### src/design/csvg_pkg.sv
// Shared types, constants and tables of the cylinder side vertex generator.
package csvg_pkg;

  // Largest segment count the datapath is sized for.
  localparam int MAX_SEGMENTS  = 128;
  localparam int MIN_SEGMENTS  = 3;
  localparam int NW            = 8;   // segment count and angle step width
  localparam int IW            = 7;   // segment index width
  localparam int DW            = 24;  // dividend width
  localparam int QW            = 17;  // quotient width
  localparam int DIV_STAGES    = QW;
  localparam int CORDIC_STAGES = 16;
  localparam int XW            = 32;  // CORDIC vector width
  localparam int ZW            = 20;  // CORDIC angle width
  localparam int RW            = 15;  // radius and height width

  localparam logic [QW-1:0]        HALF_PI_Q16     = QW'(102944);
  localparam logic signed [XW-1:0] CORDIC_GAIN_Q28 = XW'(163008219);
  localparam logic signed [15:0]   ONE_Q14         = 16'sd16384;

  // Configuration register indexes.
  localparam logic [1:0] CFG_RADIUS   = 2'd0;
  localparam logic [1:0] CFG_HEIGHT   = 2'd1;
  localparam logic [1:0] CFG_SEGMENTS = 2'd2;

  // Item moving through the divider cells.
  typedef struct packed {
    logic          vld;
    logic          second;
    logic [1:0]    quad;
    logic          rzero;
    logic [NW-1:0] n;
    logic [DW-1:0] dth;
    logic [DW-1:0] du;
    logic [NW-1:0] rth;
    logic [NW-1:0] ru;
    logic [QW-1:0] qth;
    logic [QW-1:0] qu;
  } div_tok_t;

  // Item moving through the CORDIC cells.
  typedef struct packed {
    logic                 vld;
    logic                 second;
    logic [1:0]           quad;
    logic                 rzero;
    logic [QW-1:0]        u;
    logic signed [XW-1:0] x;
    logic signed [XW-1:0] y;
    logic signed [ZW-1:0] z;
  } cor_tok_t;

  // One finished ring vertex pair column (one angle).
  typedef struct packed {
    logic                 vld;
    logic                 second;
    logic signed [15:0]   cs;
    logic signed [15:0]   sn;
    logic signed [15:0]   px;
    logic signed [15:0]   pz;
    logic [QW-1:0]        u;
  } vert_t;

  // Arctangent of 2^-j in radians, 16 fraction bits.
  function automatic logic signed [ZW-1:0] atan_q16(input logic [3:0] j);
    logic signed [ZW-1:0] a;
    case (j)
      4'd0:    a = ZW'(51472);
      4'd1:    a = ZW'(30386);
      4'd2:    a = ZW'(16055);
      4'd3:    a = ZW'(8150);
      4'd4:    a = ZW'(4091);
      4'd5:    a = ZW'(2047);
      4'd6:    a = ZW'(1024);
      4'd7:    a = ZW'(512);
      4'd8:    a = ZW'(256);
      4'd9:    a = ZW'(128);
      4'd10:   a = ZW'(64);
      4'd11:   a = ZW'(32);
      4'd12:   a = ZW'(16);
      4'd13:   a = ZW'(8);
      4'd14:   a = ZW'(4);
      default: a = ZW'(2);
    endcase
    return a;
  endfunction

  // Whether a slot of the six-vertex list uses the next angle.
  function automatic logic ring_next(input logic [2:0] slot);
    logic r;
    case (slot)
      3'd2, 3'd3, 3'd5: r = 1'b1;
      default:          r = 1'b0;
    endcase
    return r;
  endfunction

  // Whether a slot of the six-vertex list lies on the bottom ring.
  function automatic logic ring_bottom(input logic [2:0] slot);
    logic r;
    case (slot)
      3'd0, 3'd2, 3'd3: r = 1'b1;
      default:          r = 1'b0;
    endcase
    return r;
  endfunction

endpackage

### src/design/csvg_emit.sv
// Pairs the two angles of a segment and sends its six vertices as items.
module csvg_emit (
  input  logic                      clk,
  input  logic                      rst_n,
  input  csvg_pkg::vert_t           vert_in,
  output logic                      take,
  input  logic [csvg_pkg::RW-1:0]   height,
  output logic                      out_tvalid,
  input  logic                      out_tready,
  output logic [103:0]              out_tdata,
  output logic                      out_tlast
);

  csvg_pkg::vert_t first_r;
  csvg_pkg::vert_t v0_r, v1_r, sel;
  logic            vld_r;
  logic [2:0]      slot_r;
  logic            free, bottom;
  logic [14:0]     half, py;

  // The emitter frees up as its sixth vertex is taken.
  assign free = !vld_r || (out_tready && (slot_r == 3'd5));
  assign take = vert_in.vld && (!vert_in.second || free);

  always_ff @(posedge clk) begin
    if (!rst_n) begin
      vld_r  <= 1'b0;
      slot_r <= 3'd0;
    end else begin
      if (vld_r && out_tready) begin
        slot_r <= 3'(slot_r + 3'd1);
        if (slot_r == 3'd5) begin
          vld_r <= 1'b0;
        end
      end
      if (take && vert_in.second) begin
        vld_r  <= 1'b1;
        slot_r <= 3'd0;
      end
    end
  end

  always_ff @(posedge clk) begin
    if (take && !vert_in.second) begin
      first_r <= vert_in;
    end
    if (take && vert_in.second) begin
      v0_r <= first_r;
      v1_r <= vert_in;
    end
  end

  // Pick the angle and ring for the current slot.
  always_comb begin
    sel    = csvg_pkg::ring_next(slot_r) ? v1_r : v0_r;
    bottom = csvg_pkg::ring_bottom(slot_r);
    half   = {1'b0, height[14:1]};
    py     = bottom ? 15'(-half) : half;
  end

  assign out_tvalid = vld_r;
  assign out_tlast  = (slot_r == 3'd5);
  assign out_tdata  = {4'd0, bottom, sel.u, sel.sn, sel.cs, sel.pz, py, sel.px, slot_r};

endmodule

### config.mk
export PLATFORM = sky130hd
export DESIGN_NAME = csvg_emit
export DESIGN_NICKNAME = d
export VERILOG_FILES = /design/src/design/csvg_pkg.sv /design/src/design/csvg_emit.sv
export SDC_FILE = /design/constraint.sdc
export NUM_CORES = 1
export LEC_CHECK = 0
export BUFFER_PORTS_ARGS = -buffer_cell sky130_fd_sc_hd__buf_4
export CAP_MARGIN = 20
export CORE_UTILIZATION = 46
export CTS_BUF_LIST = sky130_fd_sc_hd__clkbuf_4
export CTS_CLUSTER_SIZE = 10
export DETAILED_ROUTE_END_ITERATION = 10
export PLACE_DENSITY = 0.68
export SETUP_SLACK_MARGIN = 0.4
export SYNTH_ARGS = -nofsm -noshare
export SYNTH_HDL_FRONTEND = slang
export SYNTH_SLANG_ARGS = --single-unit
### constraint.sdc
create_clock -name clk -period 13 [get_ports clk]
set_input_delay 1.3 -clock clk [delete_from_list [all_inputs] [get_ports clk]]
set_output_delay 1.3 -clock clk [all_outputs]
set_load 0.02 [all_outputs]
# == Word level (Yosys, flattened, before mapping) ==
# Index checks and enable logic that the tools add are counted.
# op_classes
magnitude_cmp,0
mux,7
n_addsub,2
n_eq_ne,3
n_div,0
shift,0
bitwise_logic,1
reduce_logical,16
multipliers,0
# op_table
operator,n
81-bit 2-to-1 mux,1
15-bit 2-to-1 mux,1
14-bit negation with 15-bit output,1
"3-bit by 2-bit == test with 1-bit output, second input constant",2
3-bit OR reduction,2
1-bit logical AND,5
1-bit 2-to-1 mux,5
2-bit nonzero test,2
"3-bit by 1-bit adder with 3-bit output, second input constant",1
"3-bit == test, second input constant",1
3-bit zero test,1
1-bit zero test,2
1-bit logical OR,2
2-bit AND reduction,1
2-bit OR reduction,1
1-bit NOT,1
# totals
out_inout_bits,107
latch_bits,0
mem_bits_ro,0
n_memories,0
reg_bits,247
word_cells,46
inputBits,101
ramBits,0

# == Longest topological paths before layout ==
# logic_depth
depth_word,8
ltp_mapped,7
ltp_nobuf,6

# == Worst setup path after synthesis ==
# Ideal clock, no wire load.
# synth_timing
path_kind,input to register
start,input port out_tready
end,register slot_r[0]
arrival_time_ps,9964
slack_ps,2912
t_required_ps,12876
setup_ps,124
stages,4
path_buffers,0
cell_sequence,nand3_1 a21oi_1 nand2b_1 nor2_1
# synth_via
elab_chain_cells,6
elab_cells_between_ends,7
cone_classes,7 x reduce/logical
# synth_lines
element,line,source
from (decl),csvg_emit.sv:9,"input logic out_tready,"
1-bit logical AND,csvg_emit.sv:22,assign free = !vld_r || (out_tready && (slot_r == 3'd5));
1-bit logical OR,csvg_emit.sv:22,
1-bit logical OR,csvg_emit.sv:23,assign take = vert_in.vld && (!vert_in.second || free);
1-bit logical AND,csvg_emit.sv:23,
1-bit logical AND,csvg_emit.sv:36,if (take && vert_in.second) begin
2-bit OR reduction (no source line),-,
to (signal assigned),csvg_emit.sv:31,slot_r <= 3'(slot_r + 3'd1);
to (decl),csvg_emit.sv:17,logic [2:0] slot_r;
# Several ways; a longest one is shown, not always the timed one.
# A chain may end at the register's enable or synchronous reset.

# == Final worst setup path ==
# layout_timing
start,register slot_r[1]
end,output port out_tdata[9]
# layout_via
elab_chain_cells,4
elab_cells_between_ends,6
cone_classes,3 x eq/ne; 2 x mux; 1 x reduce/logical
# layout_lines
element,line,source
3-bit == test / 3-bit by 2-bit == test with 1-bit output (equally long branches),csvg_pkg.sv:91,case (slot)
3-bit OR reduction *,csvg_pkg.sv:91,
1-bit 2-to-1 mux *,csvg_pkg.sv:91,
81-bit 2-to-1 mux *,csvg_emit.sv:55,sel = csvg_pkg::ring_next(slot_r) ? v1_r : v0_r;
to (decl),csvg_emit.sv:10,"output logic [103:0] out_tdata,"
# Mark *: on every way between the ends. The rest lies on a longest branch, timed or not.

==> out/results.txt <==
setup repair bufs after CTS: 0
result of the run: complete, no violations
overall power consumption: 0.00167 W
maximum net fanout on the critical path: 49
placed instance area: 0.0107 mm²
worst hold path class: reg2reg
count of inserted antenna diode cells: 0
number of fill cells in the layout: 1407
portion of total power attributed to combinational logic: 7.3%
gr ovfl total: 0
Power Density: 145 mW/mm²
starting density of the core: 47.3%
WL/cell: 16.2 µm
number of different library cells in the post-synthesis netlist: 30
unrepaired setup endpoints after global routing: no
startpoint of the worst register-to-register path: slot_r[1]$_SDFFE_PP0P_
worst reg-to-reg setup slack: 10.02 ns
die boundary height: 141 µm
Die X: 141 µm
number of detailed-route iterations in the first pass: 4
root cell of the clock tree: sky130_fd_sc_hd__clkbuf_4
area of the placeable core: 0.0188 mm²
main flop type after synthesis: sky130_fd_sc_hd__edfxtp_1
quantity of I/O buffers inserted on ports: 202
achievable clock frequency: 0.236 GHz
number of buffers between clock root and the deepest sink: 3
htree depth: 2
count of clock tree sinks: 247
maximum single-stage delay on the critical path: 0.58 ns
required time at the worst-slack endpoint: 11.70 ns
number of buffers inserted by hold repair at cts: 0
number of instances resized during post-cts repair: 0
synthesis-to-finish area growth: 29.0%
residual antenna-violating net count after detailed routing: 0
data arrival time of the worst path: 2.93 ns
most used standard cell by instance count after synthesis: sky130_fd_sc_hd__edfxtp_1
Sw Share: 21.1%
worst rel slew slack: 33.1%
final hold slack: 0.407 ns
number of antenna violations at the first check in global routing: 0
Synth Register Bits: 247
worst voltage drop across the vdd grid: 0.0938 mV
gate count after technology mapping: 416
slowest library cell on the worst path: sky130_fd_sc_hd__buf_4
largest cells by area after synthesis: sky130_fd_sc_hd__edfxtp_1 (82%), sky130_fd_sc_hd__mux2_2 (8.3%), sky130_fd_sc_hd__mux2_1 (1.9%), sky130_fd_sc_hd__xnor2_1 (1.1%), sky130_fd_sc_hd__buf_6 (1.0%)
max capacitance violation total: 0
die area: 0.0199 mm²
number of DRC violations after detailed routing: 0
number of global-route vias before repair: 5044
post-synthesis cell area: 0.00890 mm²
min Tclk post-route: 4.23 ns
Commonest cells post-synth: sky130_fd_sc_hd__edfxtp_1 (243), sky130_fd_sc_hd__mux2_2 (66), sky130_fd_sc_hd__mux2_1 (15), sky130_fd_sc_hd__nand2_1 (13), sky130_fd_sc_hd__xnor2_1 (11)
wire length reported by the detailed router: 15800 µm
crit path launch type: flop
Avg Synthesized Cell Area: 21.4 µm²
TritonCTS buffer count: 61
share of the clock period used by the worst path: 32.5%
sequence of cells on the critical path: inv_1 > ha_1 > and2_4 > a211oi_4 > buf_4 > mux2_2 > buf_4
max-slew violation count: 0
area taken by flip-flops and latches: 0.00738 mm²
ys async rst share: 0%
RD Place Congestion: 0.746
Boundary Pins: 208
final hold vios: 0
crit path kind: reg2out
final std cell area, no fill: 0.0115 mm²
P_leak: 4.32 nW
cells on worst reg2reg path: 7
post-layout net count: 784
slew at the pin closest to its max-slew limit: 1.00 ns
placement row count: 50
endpoint of the most critical register-to-register path: v1_r[79]$_DFFE_PP_
top-area cell type share of the netlist area: 81.9%
TNS Setup: 0 ns
clock skew: 0.0490 ns
number of flops mapped to enable cells by yosys: 243
top cell type by total area after synthesis: sky130_fd_sc_hd__edfxtp_1
worst skew pair latency: 0.65 ns
overall via count from detail_route: 4659
largest net degree at the start of global routing: 88
first-pass GRT wire length: 24300 µm
net switching power: 0.000352 W
register share of total power: 56.0%
share of synthesized area occupied by flip-flops and latches: 82.8%
Worst path most repeated cell: sky130_fd_sc_hd__buf_4
global-route usage over all layers: 15.8%
clock-pin slew on the worst setup and hold paths: 0.06 ns
internal power: 0.00131 W
Hold EP: v0_r[8]$_DFFE_PP_
clock network fraction of total power: 36.7%
element type at the critical path end: primary output
Worst Hold Depth: 0
number of warning messages in the yosys log: 0
area used by multi-input combinational logic: 0.00140 mm²
# setup viols final: 0
Worst Min Path Start: first_r[8]$_DFFE_PP_
layout cells sized above 1: 52.2%
detail-routed via count per cell: 4.78
clock tree from TritonCTS: built
initial DRC count: 207
HPWL Detailed: 9760 µm
[per-layer routing]
metal  share of wire, %  global-route usage (%)  vias to the layer above
met5                  0                       0                        -
met4                2.2                    7.44                        0
met3                 10                    7.74                       34
met2                 48                    25.5                      204
met1                 39                    17.6                     2249
li1                   -                       -                     2172
[logic make-up after synthesis]
family                   count (synthesis)  share of synthesized area, %
AND/OR/NAND/NOR                         31                          1.57
other                                    1                        0.0421
AO/OA/AOI/OAI                           16                          1.35
buffers and inverters                   21                          1.83
adder cells (fa/ha/maj)                  6                         0.843
XOR/XNOR                                13                          1.28
multiplexers                            81                          10.2
flip-flops                             247                          82.8
[flip-flops by register name, summed over array words and instances (netlist names)]
name and count:
v0_r 81, slot_r 3, first_r 81, v1_r 81
out_tvalid 1
[power by group through the flow]
stage                     Sequential (W)  Clock, W  Combinational [W]
after global routing            0.000936  0.000679           0.000130
after global placement          0.000948         0           0.000117
after detailed placement        0.000951         0           0.000120
final                           0.000933  0.000611           0.000121
after CTS                       0.000934  0.000636           0.000120
after floorplan                 0.000955         0          0.0000565
[final cells by class]
type / instances / share of cell area (%)
timing repair buffer: 210 / 14.1
sequential: 247 / 64.2
tap: 260 / 2.83
inverter: 6 / 0.196
multi-input combinational: 151 / 12.1
clock buffer: 91 / 5.95
clock inverter: 10 / 0.567
[critical path: cells and delay by family, from the launching register on]
family          cells  cell delay [ns]
buf+inv             3             0.83
fa+ha+maj           1             0.20
compound gates      1             0.21
mux                 1             0.43
flops               1             0.40
simple gates        1             0.18
[placed cells by master (no fill, tap or decap), types with 8 or more instances in the layout]
| cell type | n |
|---|---|
| sky130_fd_sc_hd__edfxtp_1 | 243 |
| sky130_fd_sc_hd__mux2_2 | 66 |
| sky130_fd_sc_hd__xnor2_1 | 11 |
| sky130_fd_sc_hd__clkbuf_4 | 91 |
| sky130_fd_sc_hd__clkinv_1 | 8 |
| sky130_fd_sc_hd__mux2_1 | 15 |
| sky130_fd_sc_hd__nand2_1 | 13 |
| sky130_fd_sc_hd__buf_4 | 208 |
[per-stage QoR]
step                setup slack [ns]  utilization [%]  std cells
floorplan                       2.91                -        419
CTS                             8.71             60.7        972
global route                    8.58             61.0        975
finish                          8.77             61.0        975
global placement                9.03             56.7        871
detailed placement              8.91             56.7        871
[worst max path at each step]
stage | startpoint | endpoint
after floorplan | out_tready | slot_r[0]$_SDFFE_PP0P_
after global placement | height[4] | out_tdata[27]
after detailed placement | height[8] | out_tdata[30]
after CTS | slot_r[1]$_SDFFE_PP0P_ | out_tdata[37]
after global routing | slot_r[1]$_SDFFE_PP0P_ | out_tdata[37]
final | slot_r[1]$_SDFFE_PP0P_ | out_tdata[9]
(Power assumes the default switching activity.)
