### config.mk
export PLATFORM = sky130hd
export DESIGN_NAME = csvg_cordic_cell
export DESIGN_NICKNAME = d
export VERILOG_FILES = /design/src/design/csvg_pkg.sv /design/src/design/csvg_cordic_cell.sv
export SDC_FILE = /design/constraint.sdc
export NUM_CORES = 1
export LEC_CHECK = 0
export BUFFER_PORTS_ARGS = -buffer_cell sky130_fd_sc_hd__buf_2
export CAP_MARGIN = 40
export CORE_ASPECT_RATIO = 1.1
export CORE_UTILIZATION = 35
export CTS_BUF_LIST = sky130_fd_sc_hd__clkbuf_8 sky130_fd_sc_hd__clkbuf_16
export CTS_CLUSTER_SIZE = 20
export DETAILED_ROUTE_END_ITERATION = 8
export SLEW_MARGIN = 20
export SYNTH_ARGS = -nofsm -noshare
export SYNTH_HDL_FRONTEND = slang
export SYNTH_SLANG_ARGS = --single-unit
### constraint.sdc
create_clock -name clk -period 19.7 [get_ports clk]
set_input_delay 1.97 -clock clk [delete_from_list [all_inputs] [get_ports clk]]
set_output_delay 1.97 -clock clk [all_outputs]
set_load 0.01 [all_outputs]
### src/design/csvg_pkg.sv
// Shared types, constants and tables of the cylinder side vertex generator.
package csvg_pkg;

  // Largest segment count the datapath is sized for.
  localparam int MAX_SEGMENTS  = 128;
  localparam int MIN_SEGMENTS  = 3;
  localparam int NW            = 8;   // segment count and angle step width
  localparam int IW            = 7;   // segment index width
  localparam int DW            = 24;  // dividend width
  localparam int QW            = 17;  // quotient width
  localparam int DIV_STAGES    = QW;
  localparam int CORDIC_STAGES = 16;
  localparam int XW            = 32;  // CORDIC vector width
  localparam int ZW            = 20;  // CORDIC angle width
  localparam int RW            = 15;  // radius and height width

  localparam logic [QW-1:0]        HALF_PI_Q16     = QW'(102944);
  localparam logic signed [XW-1:0] CORDIC_GAIN_Q28 = XW'(163008219);
  localparam logic signed [15:0]   ONE_Q14         = 16'sd16384;

  // Configuration register indexes.
  localparam logic [1:0] CFG_RADIUS   = 2'd0;
  localparam logic [1:0] CFG_HEIGHT   = 2'd1;
  localparam logic [1:0] CFG_SEGMENTS = 2'd2;

  // Item moving through the divider cells.
  typedef struct packed {
    logic          vld;
    logic          second;
    logic [1:0]    quad;
    logic          rzero;
    logic [NW-1:0] n;
    logic [DW-1:0] dth;
    logic [DW-1:0] du;
    logic [NW-1:0] rth;
    logic [NW-1:0] ru;
    logic [QW-1:0] qth;
    logic [QW-1:0] qu;
  } div_tok_t;

  // Item moving through the CORDIC cells.
  typedef struct packed {
    logic                 vld;
    logic                 second;
    logic [1:0]           quad;
    logic                 rzero;
    logic [QW-1:0]        u;
    logic signed [XW-1:0] x;
    logic signed [XW-1:0] y;
    logic signed [ZW-1:0] z;
  } cor_tok_t;

  // One finished ring vertex pair column (one angle).
  typedef struct packed {
    logic                 vld;
    logic                 second;
    logic signed [15:0]   cs;
    logic signed [15:0]   sn;
    logic signed [15:0]   px;
    logic signed [15:0]   pz;
    logic [QW-1:0]        u;
  } vert_t;

  // Arctangent of 2^-j in radians, 16 fraction bits.
  function automatic logic signed [ZW-1:0] atan_q16(input logic [3:0] j);
    logic signed [ZW-1:0] a;
    case (j)
      4'd0:    a = ZW'(51472);
      4'd1:    a = ZW'(30386);
      4'd2:    a = ZW'(16055);
      4'd3:    a = ZW'(8150);
      4'd4:    a = ZW'(4091);
      4'd5:    a = ZW'(2047);
      4'd6:    a = ZW'(1024);
      4'd7:    a = ZW'(512);
      4'd8:    a = ZW'(256);
      4'd9:    a = ZW'(128);
      4'd10:   a = ZW'(64);
      4'd11:   a = ZW'(32);
      4'd12:   a = ZW'(16);
      4'd13:   a = ZW'(8);
      4'd14:   a = ZW'(4);
      default: a = ZW'(2);
    endcase
    return a;
  endfunction

  // Whether a slot of the six-vertex list uses the next angle.
  function automatic logic ring_next(input logic [2:0] slot);
    logic r;
    case (slot)
      3'd2, 3'd3, 3'd5: r = 1'b1;
      default:          r = 1'b0;
    endcase
    return r;
  endfunction

  // Whether a slot of the six-vertex list lies on the bottom ring.
  function automatic logic ring_bottom(input logic [2:0] slot);
    logic r;
    case (slot)
      3'd0, 3'd2, 3'd3: r = 1'b1;
      default:          r = 1'b0;
    endcase
    return r;
  endfunction

endpackage

### src/design/csvg_cordic_cell.sv
// One CORDIC rotation cell: a single micro-rotation per item.
module csvg_cordic_cell (
  input  logic                clk,
  input  logic                rst_n,
  input  logic                en,
  input  logic [3:0]          stage,
  input  csvg_pkg::cor_tok_t  tok_in,
  output csvg_pkg::cor_tok_t  tok_out
);

  csvg_pkg::cor_tok_t tok_r, tok_nxt;
  logic signed [csvg_pkg::XW-1:0] dx, dy;
  logic signed [csvg_pkg::ZW-1:0] ang;

  // Rotate towards zero residual angle; arithmetic shifts round down.
  always_comb begin
    dx      = tok_in.y >>> stage;
    dy      = tok_in.x >>> stage;
    ang     = csvg_pkg::atan_q16(stage);
    tok_nxt = tok_in;
    if (!tok_in.z[csvg_pkg::ZW-1]) begin
      tok_nxt.x = tok_in.x - dx;
      tok_nxt.y = tok_in.y + dy;
      tok_nxt.z = tok_in.z - ang;
    end else begin
      tok_nxt.x = tok_in.x + dx;
      tok_nxt.y = tok_in.y - dy;
      tok_nxt.z = tok_in.z + ang;
    end
  end

  always_ff @(posedge clk) begin
    if (!rst_n) begin
      tok_r.vld <= 1'b0;
    end else if (en) begin
      tok_r.vld <= tok_nxt.vld;
    end
  end

  always_ff @(posedge clk) begin
    if (en) begin
      tok_r.second <= tok_nxt.second;
      tok_r.quad   <= tok_nxt.quad;
      tok_r.rzero  <= tok_nxt.rzero;
      tok_r.u      <= tok_nxt.u;
      tok_r.x      <= tok_nxt.x;
      tok_r.y      <= tok_nxt.y;
      tok_r.z      <= tok_nxt.z;
    end
  end

  assign tok_out = tok_r;

endmodule

### Yosys cells after proc, flatten, opt, wreduce, memory -nomap -nowiden

Memories as Yosys holds them, arrays and structs flattened.
Cells that the tools add are included.

| cells by class | value |
|---|---|
| $add $sub $neg | 6 |
| shift operators | 2 |
| mux-type cells | 1 |

Operators by type and width:

| cell | number |
|---|---|
| $mux W84 | 1 |
| $add A32 B32 Y32 | 2 |
| $sshr A32 B4 Y32 | 2 |
| $sub A32 B32 Y32 | 2 |
| $add A20 B20 Y20 | 1 |
| $sub A20 B20 Y20 | 1 |

| storage, ports and cells | value |
|---|---|
| flip-flop bits (word level) | 106 |
| memory bits (read-only) | 256 |
| logic and storage cells | 18 |
| output and inout bits | 106 |
| memories | 1 |
| bits of input ports | 113 |

Memories:

| name | depth | width | rd ports | clocked after Yosys merged registers in | wr ports | line | RTL |
|---|---|---|---|---|---|---|---|
| (name not given) | 16 | 16 | 1 | 0 | 0 | csvg_pkg.sv:67 | `case (j)` |

### Depth between registers and ports, before layout

Gate-level depths: netlist of run 1.

| depth | value |
|---|---|
| depth after elaboration | 3 |
| mapped depth | 27 |
| gate-level depth less buffers | 20 |

### Least setup slack after synthesis of run 1

Ideal clock, no wire load.

| path | value |
|---|---|
| path kind | input to register |
| start point | in stage[3] |
| end point | reg tok_r (netlist bit tok_out[51]) (data pin) |
| cell stages on the path | 24 |
| slack | 11.973 ns |
| arrival | 7.467 ns |
| path buffers | 6 |
| data required time | 19.440 ns |
| library setup time | 0.260 ns |
| cells stage by stage | inv_2 -> buf_1 -> clkbuf_1 -> buf_1 -> clkbuf_1 -> clkbuf_1 -> clkbuf_1 -> and3_1 -> a21o_1 -> ha_1 -> nor3b_1 -> nand2_1 -> o41a_1 -> xnor2_1 -> ha_1 -> and3_1 -> and3_1 -> nand2_1 -> a21oi_1 -> o41ai_1 -> o21ai_0 -> a221oi_1 -> o21ai_0 -> xnor2_1 |

RTL lines:

| item | line | RTL |
|---|---|---|
| start: declaration | csvg_cordic_cell.sv:6 | `input logic [3:0] stage,` |
| end: declaration | csvg_cordic_cell.sv:11 | `csvg_pkg::cor_tok_t tok_r, tok_nxt;` |

==> flow_summary.json, run 1 <==
{
  "status": "completed",
  "maxCapViolations": 0,
  "pwr_density_cell_mw_per_mm2": 75.1,
  "setup_viol": 0,
  "hold_path.class": "reg -> reg",
  "dr.pass1.iters": 5,
  "leakage_nw": 5.90,
  "die_h_um": 203,
  "path_buf_inv": 4,
  "max-slew-margin-rel_pct": 39.6,
  "syn_nets": 1576,
  "fin_cells": 2031,
  "async_reset_ff_share_pct": 0,
  "grt_use_total_pct": 21.5,
  "slowest_stage": "or4b_2",
  "dp.final_hpwl_mm": 31.5,
  "synthTopCellsByCount": "a21oi_1, nor2_1, edfxtp_1, nand2_1, ha_1",
  "tightest_slew_ns": 0.902,
  "antenna_left": 0,
  "diodes": 0,
  "r2r_start": "tok_out[105]",
  "ys_seq_area_share_pct": 24.7,
  "yosysMostFrequentCell": "a21oi_1",
  "num_io_pins": 219,
  "drive_above_1_share_pct": 23.6,
  "antenna_found_initial": 0,
  "r2r-end": "tok_out[105]",
  "ys_ff_latch": 106,
  "cts_hold_buf": 0,
  "gr-usage-met3_pct": 3.00,
  "cts-root-buf": "clkbuf_16",
  "viasPerCell": 5.75,
  "met2_usage_pct": 37.1,
  "syn-cell-area_mm2": 0.0128,
  "start_util_pct": 35.5,
  "numCtsBuffers": 9,
  "crit_chain": "buf_2, buf_4, inv_1, buf_4, mux2i_1, or4b_2, a211oi_1, nand4bb_1, nor2_1, a31oi_1, xnor2_1, ha_1, nand3_1, nor2_1, a221oi_1, o21ai_0, a41o_1, o41a_1, a41oi_1, a21boi_0, xor2_1",
  "vdd_drop_max_mv": 0.0437,
  "grt_max_degree": 76,
  "clk_pin_slew_ns": 0.09,
  "vias": 11700,
  "drtIter0Drc": 940,
  "critPathArrivalTime_ns": 8.46,
  "grt_pass1_vias": 11200,
  "min_to": "tok_out[105]",
  "clkLatencyLatePin_ns": 0.36,
  "worst_hold_startpoint": "tok_out[105]",
  "post-place-ws_ns": 10.93,
  "placed_area_mm2": 0.0143,
  "syn_area_per_cell_um2": 9.43,
  "fp.coreArea_mm2": 0.0362,
  "rows": 73,
  "synth_top_cell_by_area": "edfxtp_1",
  "synthDistinctLibCells": 78,
  "worst_slack_ns": 11.38,
  "grt_overflow": 0,
  "synthTopCellsByArea": "edfxtp_1, mux4_2, ha_1, xnor2_1, a21oi_1",
  "hold_viol": 0,
  "synth_edf_count": 105,
  "synthFlopType": "edfxtp_1",
  "drc_errors": 0,
  "die_area_mm2": 0.0375,
  "clock_sinks": 106,
  "syn_inst": 1362,
  "reg2reg_depth": 2,
  "grt_pass1_wl_mm": 62.1,
  "slew_violations": 0,
  "syn_to_final_growth_pct": 14.4,
  "post_drt_wl_per_cell_um": 20.0,
  "cp_data_required_time_ns": 19.83,
  "synth_top_cell_area_share_pct": 24.5,
  "place_inst": 2013,
  "clockBufferDepth": 2,
  "htreeDepth": 3,
  "fmax_mhz": 120,
  "crit_fanout": 75,
  "cp_top_family": "compound AO/OA/AOI/OAI gates",
  "postCtsResizedCells": 0,
  "rsz0062_at_grt": "false",
  "gp_congestion": 0.941,
  "design_area_mm2": 0.0147,
  "yosysWarnings": 0,
  "end_kind": "register",
  "critPathLaunchType": "input pin",
  "period_needed_ns": 8.32,
  "fin_crit_sh_pct": 42.3,
  "r2r_setup_slack_ns": 19.10,
  "tns_ns": 0,
  "cts_tree": "built",
  "holdPathStages": 2,
  "met1_usage_pct": 26.5,
  "final_nets": 1753,
  "io_buffers": 218,
  "clock_skew_ns": 0,
  "critical_path_class": "in -> reg",
  "chipWidth_um": 185,
  "cts_setup_buffers": 0,
  "wl_mm": 40.6,
  "busiest_layer": "met2",
  "cp_slowest_stage_delay_ns": 0.67,
  "largest_register_ffs": 106
}
metrics by stage:
stage	util (%)	hold WS (ns)	total power, mW
floorplan	-	0.538	0.738
global placement	39.6	0.499	0.902
detailed placement	39.6	0.512	0.905
CTS	40.5	0.533	1.11
global route	40.7	0.559	1.18
finish	40.7	0.530	1.10
logic make-up after synthesis:
kind of cell | Yosys count | synth area share [%]
compound gates | 382 | 19.0
fa+ha+maj | 101 | 10.0
simple gates | 395 | 14.7
buf+inv | 97 | 3.40
xor+xnor | 141 | 9.61
mux | 140 | 18.6
flops | 106 | 24.7
worst reg2reg max path, stage by stage, from the launching register on:
cell     delay (ns)
dfxtp_1        0.31
mux2i_1        0.12
nor2b_1        0.06
final cells by class:
| class | instances | area, um^2 |
|---|---|---|
| fillers | 3652 | 21500 |
| multi-input cells | 1159 | 9250 |
| flip-flops and latches | 106 | 3170 |
| repair buffers | 231 | 1230 |
| well taps | 487 | 609 |
| clock buffers | 9 | 225 |
| inverters | 32 | 120 |
| clock inverters | 7 | 98.8 |
per-layer routing:
metal / share of wire, % / vias up
met5: 0 / -
met4: 3.8 / 0
met3: 6.0 / 89
met2: 49 / 488
met1: 41 / 5555
li1: - / 5551
cell usage in the layout, fill, tap and decap left out, drive strengths merged, types with 8 or more instances in the layout:
master and count:
a2111oi 8, a211oi 18, a21o 29, a21oi 123, a31oi 16, and2 19, and3 15, buf 231
clkbuf 9, edfxtp 105, ha 98, inv 33, mux2 27, mux2i 39, mux4 74, nand2 105
nand2b 21, nand3 18, nor2 118, nor2b 21, nor3 36, o211ai 13, o21a 16, o21ai 72
o21bai 11, o22ai 10, or2 13, or3 8, xnor2 92, xor2 49
where the power goes:
part | switching (mW) | total (mW) | internal, mW
registers | 0.0132 | 0.338 | 0.325
clock network | 0.0973 | 0.200 | 0.103
logic | 0.322 | 0.566 | 0.244
how the worst max path moves through the flow:
stage              from          end  slack [ns]  depth (start not counted)
5_1_grt        stage[1]  tok_out[80]       10.89                         21
6_report       stage[1]  tok_out[80]       11.38                         21
3_5_place_dp   stage[0]  tok_out[80]       10.93                         20
2_1_floorplan  stage[3]  tok_out[51]       11.97                         24
3_3_place_gp   stage[0]  tok_out[80]       11.02                         20
4_1_cts        stage[0]  tok_out[80]       11.36                         20
(Power assumes the default switching activity.)
==> run 2: changes to the inputs <==
Clock period 19.7 ns to 7.3 ns, I/O delays scaled along.
==> run 2 against run 1 <==
- clock power rose to 2.5 times the previous value
- critical endpoint unchanged
- design area is 0.21% higher
- hold slack hardly changed
==> flow_summary.json, run 2 (synthesized netlist as in run 1, its figures left out) <==
{
  "cp_top_family": "compound AO/OA/AOI/OAI gates",
  "drc_errors": 0,
  "post_drt_wl_per_cell_um": 19.9,
  "final_cell_mix": "buf_2, a21oi_1, nor2_1",
  "clock_skew_ns": 0,
  "period_needed_ns": 6.39,
  "r2r_start": "tok_out[105]",
  "cts_setup_buffers": 0,
  "crit_start": "stage[0]",
  "gp_congestion": 0.917,
  "slowest_stage": "or4b_2",
  "grt_overflow": 0,
  "critPathArrivalTime_ns": 6.52,
  "pwr_density_cell_mw_per_mm2": 199,
  "largest_register_ffs": 106,
  "mostFrequentLayoutCell": "buf_2",
  "antenna_left": 0,
  "slew_violations": 0,
  "cts_hold_buf": 0,
  "hold_viol": 0,
  "io_buffers": 218,
  "critPathLaunchType": "input pin",
  "status": "completed",
  "crit_chain": "buf_4, mux4_2, mux2i_1, or4b_2, a211oi_1, nor4bb_1, a21oi_1, xnor2_1, ha_1, a21oi_1, o21ai_0, a221oi_1, o21ai_0, a41o_1, o41a_1, a41oi_1, a21boi_0, xor2_1",
  "path_buf_inv": 1,
  "clk_pin_slew_ns": 0.09,
  "drive_above_1_share_pct": 24.3,
  "intPower_mw": 1.78,
  "worst_slack_ns": 0.907,
  "crit_fanout": 48,
  "cp_data_required_time_ns": 7.43,
  "hold_path.class": "in -> reg",
  "setup_viol": 0,
  "seq_power_share_pct": 31.0,
  "total_power_mw": 2.94,
  "num_io_pins": 219,
  "cts_tree": "built",
  "grt_pass1_wl_mm": 62.6,
  "grt_max_degree": 70,
  "viasPerCell": 5.69,
  "numCtsBuffers": 9,
  "fmax_mhz": 156,
  "clkLatencyLatePin_ns": 0.36,
  "fin_crit_sh_pct": 87.6,
  "vias": 11600,
  "grt_pass1_vias": 11300,
  "swShare_pct": 39.4,
  "rows": 73,
  "vdd_drop_max_mv": 0.119,
  "tns_ns": 0,
  "leakage_nw": 5.95,
  "dr.pass1.iters": 6,
  "cp_slowest_stage_delay_ns": 0.66,
  "clockBufferDepth": 2,
  "diodes": 0,
  "rsz0062_at_grt": "false",
  "die_h_um": 203,
  "end_kind": "register",
  "htreeDepth": 3,
  "chipWidth_um": 185,
  "max-slew-margin-rel_pct": 42.0,
  "drtIter0Drc": 784,
  "wl_mm": 40.6,
  "post-place-ws_ns": 0.495,
  "postCtsResizedCells": 0,
  "cts-root-buf": "clkbuf_16",
  "switchingPower_mw": 1.16,
  "clockPowerShare_pct": 17.2,
  "die_area_mm2": 0.0375,
  "grt_use_total_pct": 21.6,
  "finalCoreUtilization_pct": 40.7,
  "final_nets": 1767,
  "start_util_pct": 35.5,
  "tightest_slew_ns": 0.848,
  "dp.final_hpwl_mm": 32.1,
  "critical_path_class": "in -> reg",
  "comb_power_share_pct": 51.8,
  "fp.coreArea_mm2": 0.0362,
  "syn_to_final_growth_pct": 14.7,
  "maxCapViolations": 0,
  "antenna_found_initial": 1,
  "clock_sinks": 106,
  "worst_hold_startpoint": "tok_in[92]"
}
-- run 2: worst paths after layout --
path                  endpoint  slack, ns  depth (start not counted)
setup / recovery   tok_out[80]       0.91                         18
setup reg to reg  tok_out[105]       6.70                          2
hold reg to reg   tok_out[105]       0.54                          2
hold / removal     tok_out[92]       0.53                          1
-- run 2: power groups by stage --
stage	clock network [mW]	registers (mW)	logic, mW
5_1_grt	0.542	0.930	1.68
3_5_place_dp	0	0.927	1.51
2_1_floorplan	0	1.01	0.982
6_report	0.504	0.912	1.52
4_1_cts	0.523	0.915	1.52
3_3_place_gp	0	0.926	1.50
-- run 2: per-stage QoR --
| step | hold WS (ns) | instance area, um^2 | cells |
|---|---|---|---|
| global placement | 0.498 | 14400 | 2029 |
| floorplan | 0.538 | 12800 | 1362 |
| detailed placement | 0.533 | 14400 | 2029 |
| CTS | 0.513 | 14700 | 2045 |
| global route | 0.512 | 14700 | 2045 |
| finish | 0.530 | 14700 | 2045 |
-- run 2: layout make-up --
type	instances	area, um^2
clock buffers	9	225
clock inverters	7	67.6
fillers	3690	21400
inverters	32	120
multi-input cells	1159	9240
flip-flops and latches	106	3170
well taps	487	609
repair buffers	245	1300
-- run 2: routing by layer --
metal	part of all wire, %	GRT usage, %	vias to the layer above
met4	4.3	10.1	2
met3	4.8	2.85	72
met5	0.025	0	-
li1	-	-	5587
met2	49	37.0	381
met1	42	26.6	5602
==> run 3: changes to the inputs <==
Settings changed: BUFFER_PORTS_ARGS -buffer_cell sky130_fd_sc_hd__buf_2 to -buffer_cell sky130_fd_sc_hd__clkbuf_2.
==> run 3 against run 2 <==
- global-route usage is 0.28 points lower
- critical endpoint unchanged
- wire length is 0.80% lower
- die area stayed put
- fmax is 2.5% lower
- worst setup slack worse by 0.16 ns
- non-clock buffer count is 3 lower
- first-iteration DRC count is 7.0% higher
- critical path depth stayed put
==> flow_summary.json, run 3 (synthesized netlist as in run 1, its figures left out) <==
{
  "gp_congestion": 0.893,
  "hold_path.class": "in -> reg",
  "status": "completed",
  "num_io_pins": 219,
  "pwr_density_cell_mw_per_mm2": 199,
  "r2r_start": "tok_out[105]",
  "die_area_mm2": 0.0375,
  "tns_ns": 0,
  "grt_max_degree": 66,
  "fin_crit_sh_pct": 89.8,
  "htreeDepth": 3,
  "leakage_nw": 5.98,
  "cts-root-buf": "clkbuf_16",
  "fp.coreArea_mm2": 0.0362,
  "dr.pass1.iters": 5,
  "antenna_left": 0,
  "switchingPower_mw": 1.15,
  "antenna_found_initial": 1,
  "diodes": 0,
  "critPathLaunchType": "input pin",
  "wl_mm": 40.3,
  "rsz0062_at_grt": "false",
  "clock_sinks": 106,
  "critical_path_class": "in -> reg",
  "r2r_setup_slack_ns": 6.69,
  "grt_use_total_pct": 21.3,
  "cts_hold_buf": 0,
  "post_drt_wl_per_cell_um": 19.7,
  "cts_tree": "built",
  "slowest_stage": "or4b_2",
  "worst_hold_startpoint": "tok_in[92]",
  "critPathArrivalTime_ns": 6.68,
  "vias": 11800,
  "crit_fanout": 44,
  "clockBufferDepth": 2,
  "drive_above_1_share_pct": 24.1,
  "maxCapViolations": 0,
  "holdPathStages": 1,
  "clkLatencyLatePin_ns": 0.36,
  "drc_errors": 0,
  "slew_violations": 0,
  "min_to": "tok_out[92]",
  "chipWidth_um": 185,
  "viasPerCell": 5.77,
  "swShare_pct": 39.4,
  "period_needed_ns": 6.56,
  "cts_setup_buffers": 0,
  "grt_pass1_wl_mm": 61.7,
  "clockPowerShare_pct": 16.7,
  "end_kind": "register",
  "numCtsBuffers": 9,
  "r2r-end": "tok_out[105]",
  "clock_skew_ns": 0,
  "cp_slowest_stage_delay_ns": 0.68,
  "crit_chain": "buf_4, mux4_2, mux2i_1, or4b_2, a211oi_1, nor4bb_1, a21oi_1, xnor2_1, ha_1, a21oi_1, o21ai_0, a221oi_1, o21ai_0, a41o_1, o41a_1, a41oi_1, a21boi_0, xor2_1",
  "syn_to_final_growth_pct": 14.4,
  "grt_pass1_vias": 11400,
  "dp.final_hpwl_mm": 31.8,
  "largest_register_ffs": 106,
  "fmax_mhz": 153,
  "final_cell_mix": "clkbuf_2, a21oi_1, nor2_1",
  "intPower_mw": 1.77,
  "clk_pin_slew_ns": 0.09,
  "rows": 73,
  "total_power_mw": 2.92,
  "cp_data_required_time_ns": 7.42,
  "die_h_um": 203,
  "holdWs_ns": 0.533,
  "drtIter0Drc": 839,
  "mostFrequentLayoutCell": "clkbuf_2",
  "grt_overflow": 0,
  "postCtsResizedCells": 0,
  "setup_viol": 0,
  "final_nets": 1764,
  "vdd_drop_max_mv": 0.130,
  "nFillCells": 3684,
  "hold_viol": 0,
  "io_buffers": 218,
  "comb_power_share_pct": 51.9,
  "tightest_slew_ns": 0.817,
  "seq_power_share_pct": 31.4,
  "reg2reg_depth": 2,
  "start_util_pct": 35.5,
  "max-slew-margin-rel_pct": 44.1
}
-- run 3: cell types whose count changed in the layout (fill, tap and decap cells not counted) --
cell	change
buf_2	-215
buf_4	-3
clkbuf_2	+215
clkinv_1	+2
clkinv_2	+1
clkinvlp_4	-1
inv_6	-1
inv_8	-1
-- run 3: how the worst max path moves through the flow --
stage,from,endpoint,slack (ns),cells past startpoint
5_1_grt,stage[0],tok_out[80],0.33,18
3_5_place_dp,stage[0],tok_out[80],0.49,18
6_report,stage[0],tok_out[80],0.74,18
4_1_cts,stage[0],tok_out[80],0.88,18
2_1_floorplan,stage[3],tok_out[51],0.81,24
3_3_place_gp,stage[0],tok_out[80],0.63,20
-- run 3: per-stage QoR --
| stage | area, um^2 | std cells | setup slack [ns] | utilization [%] |
|---|---|---|---|---|
| floorplan | 12800 | 1362 | 0.813 | - |
| global placement | 14400 | 2026 | 0.630 | 39.9 |
| detailed placement | 14400 | 2026 | 0.493 | 39.9 |
| CTS | 14700 | 2042 | 0.882 | 40.6 |
| global route | 14700 | 2042 | 0.332 | 40.6 |
| finish | 14700 | 2042 | 0.745 | 40.6 |
-- run 3: per-layer routing --
layer	share of wire [%]	track usage (%)
met5	0.030	0
met4	5.8	12.8
met3	6.0	2.92
met2	48	35.6
met1	40	25.9
-- run 3: power by group through the flow --
stage	registers (mW)	logic, mW	clock network, mW
after floorplan	1.01	0.982	0
after global placement	0.934	1.49	0
after detailed placement	0.933	1.51	0
after CTS	0.922	1.52	0.510
after global routing	0.936	1.68	0.526
final	0.918	1.52	0.488
-- run 3: area by class of cell --
cell class              count  area (um^2)  share of cell area, %
clock buffers               9          225                   1.53
clock inverters             7         52.6                  0.358
inverters                  32          120                  0.817
multi-input cells        1159         9240                   62.9
flip-flops and latches    106         3170                   21.6
well taps                 487          609                   4.15
repair buffers            242         1280                   8.70
-- run 3: worst max-delay path: cells and delay by family --
family | cells | cell delay (ns)
compound gates | 10 | 2.36
xor+xnor | 2 | 0.34
fa+ha+maj | 1 | 0.37
buf+inv | 1 | 0.53
mux | 2 | 1.04
simple gates | 2 | 1.29
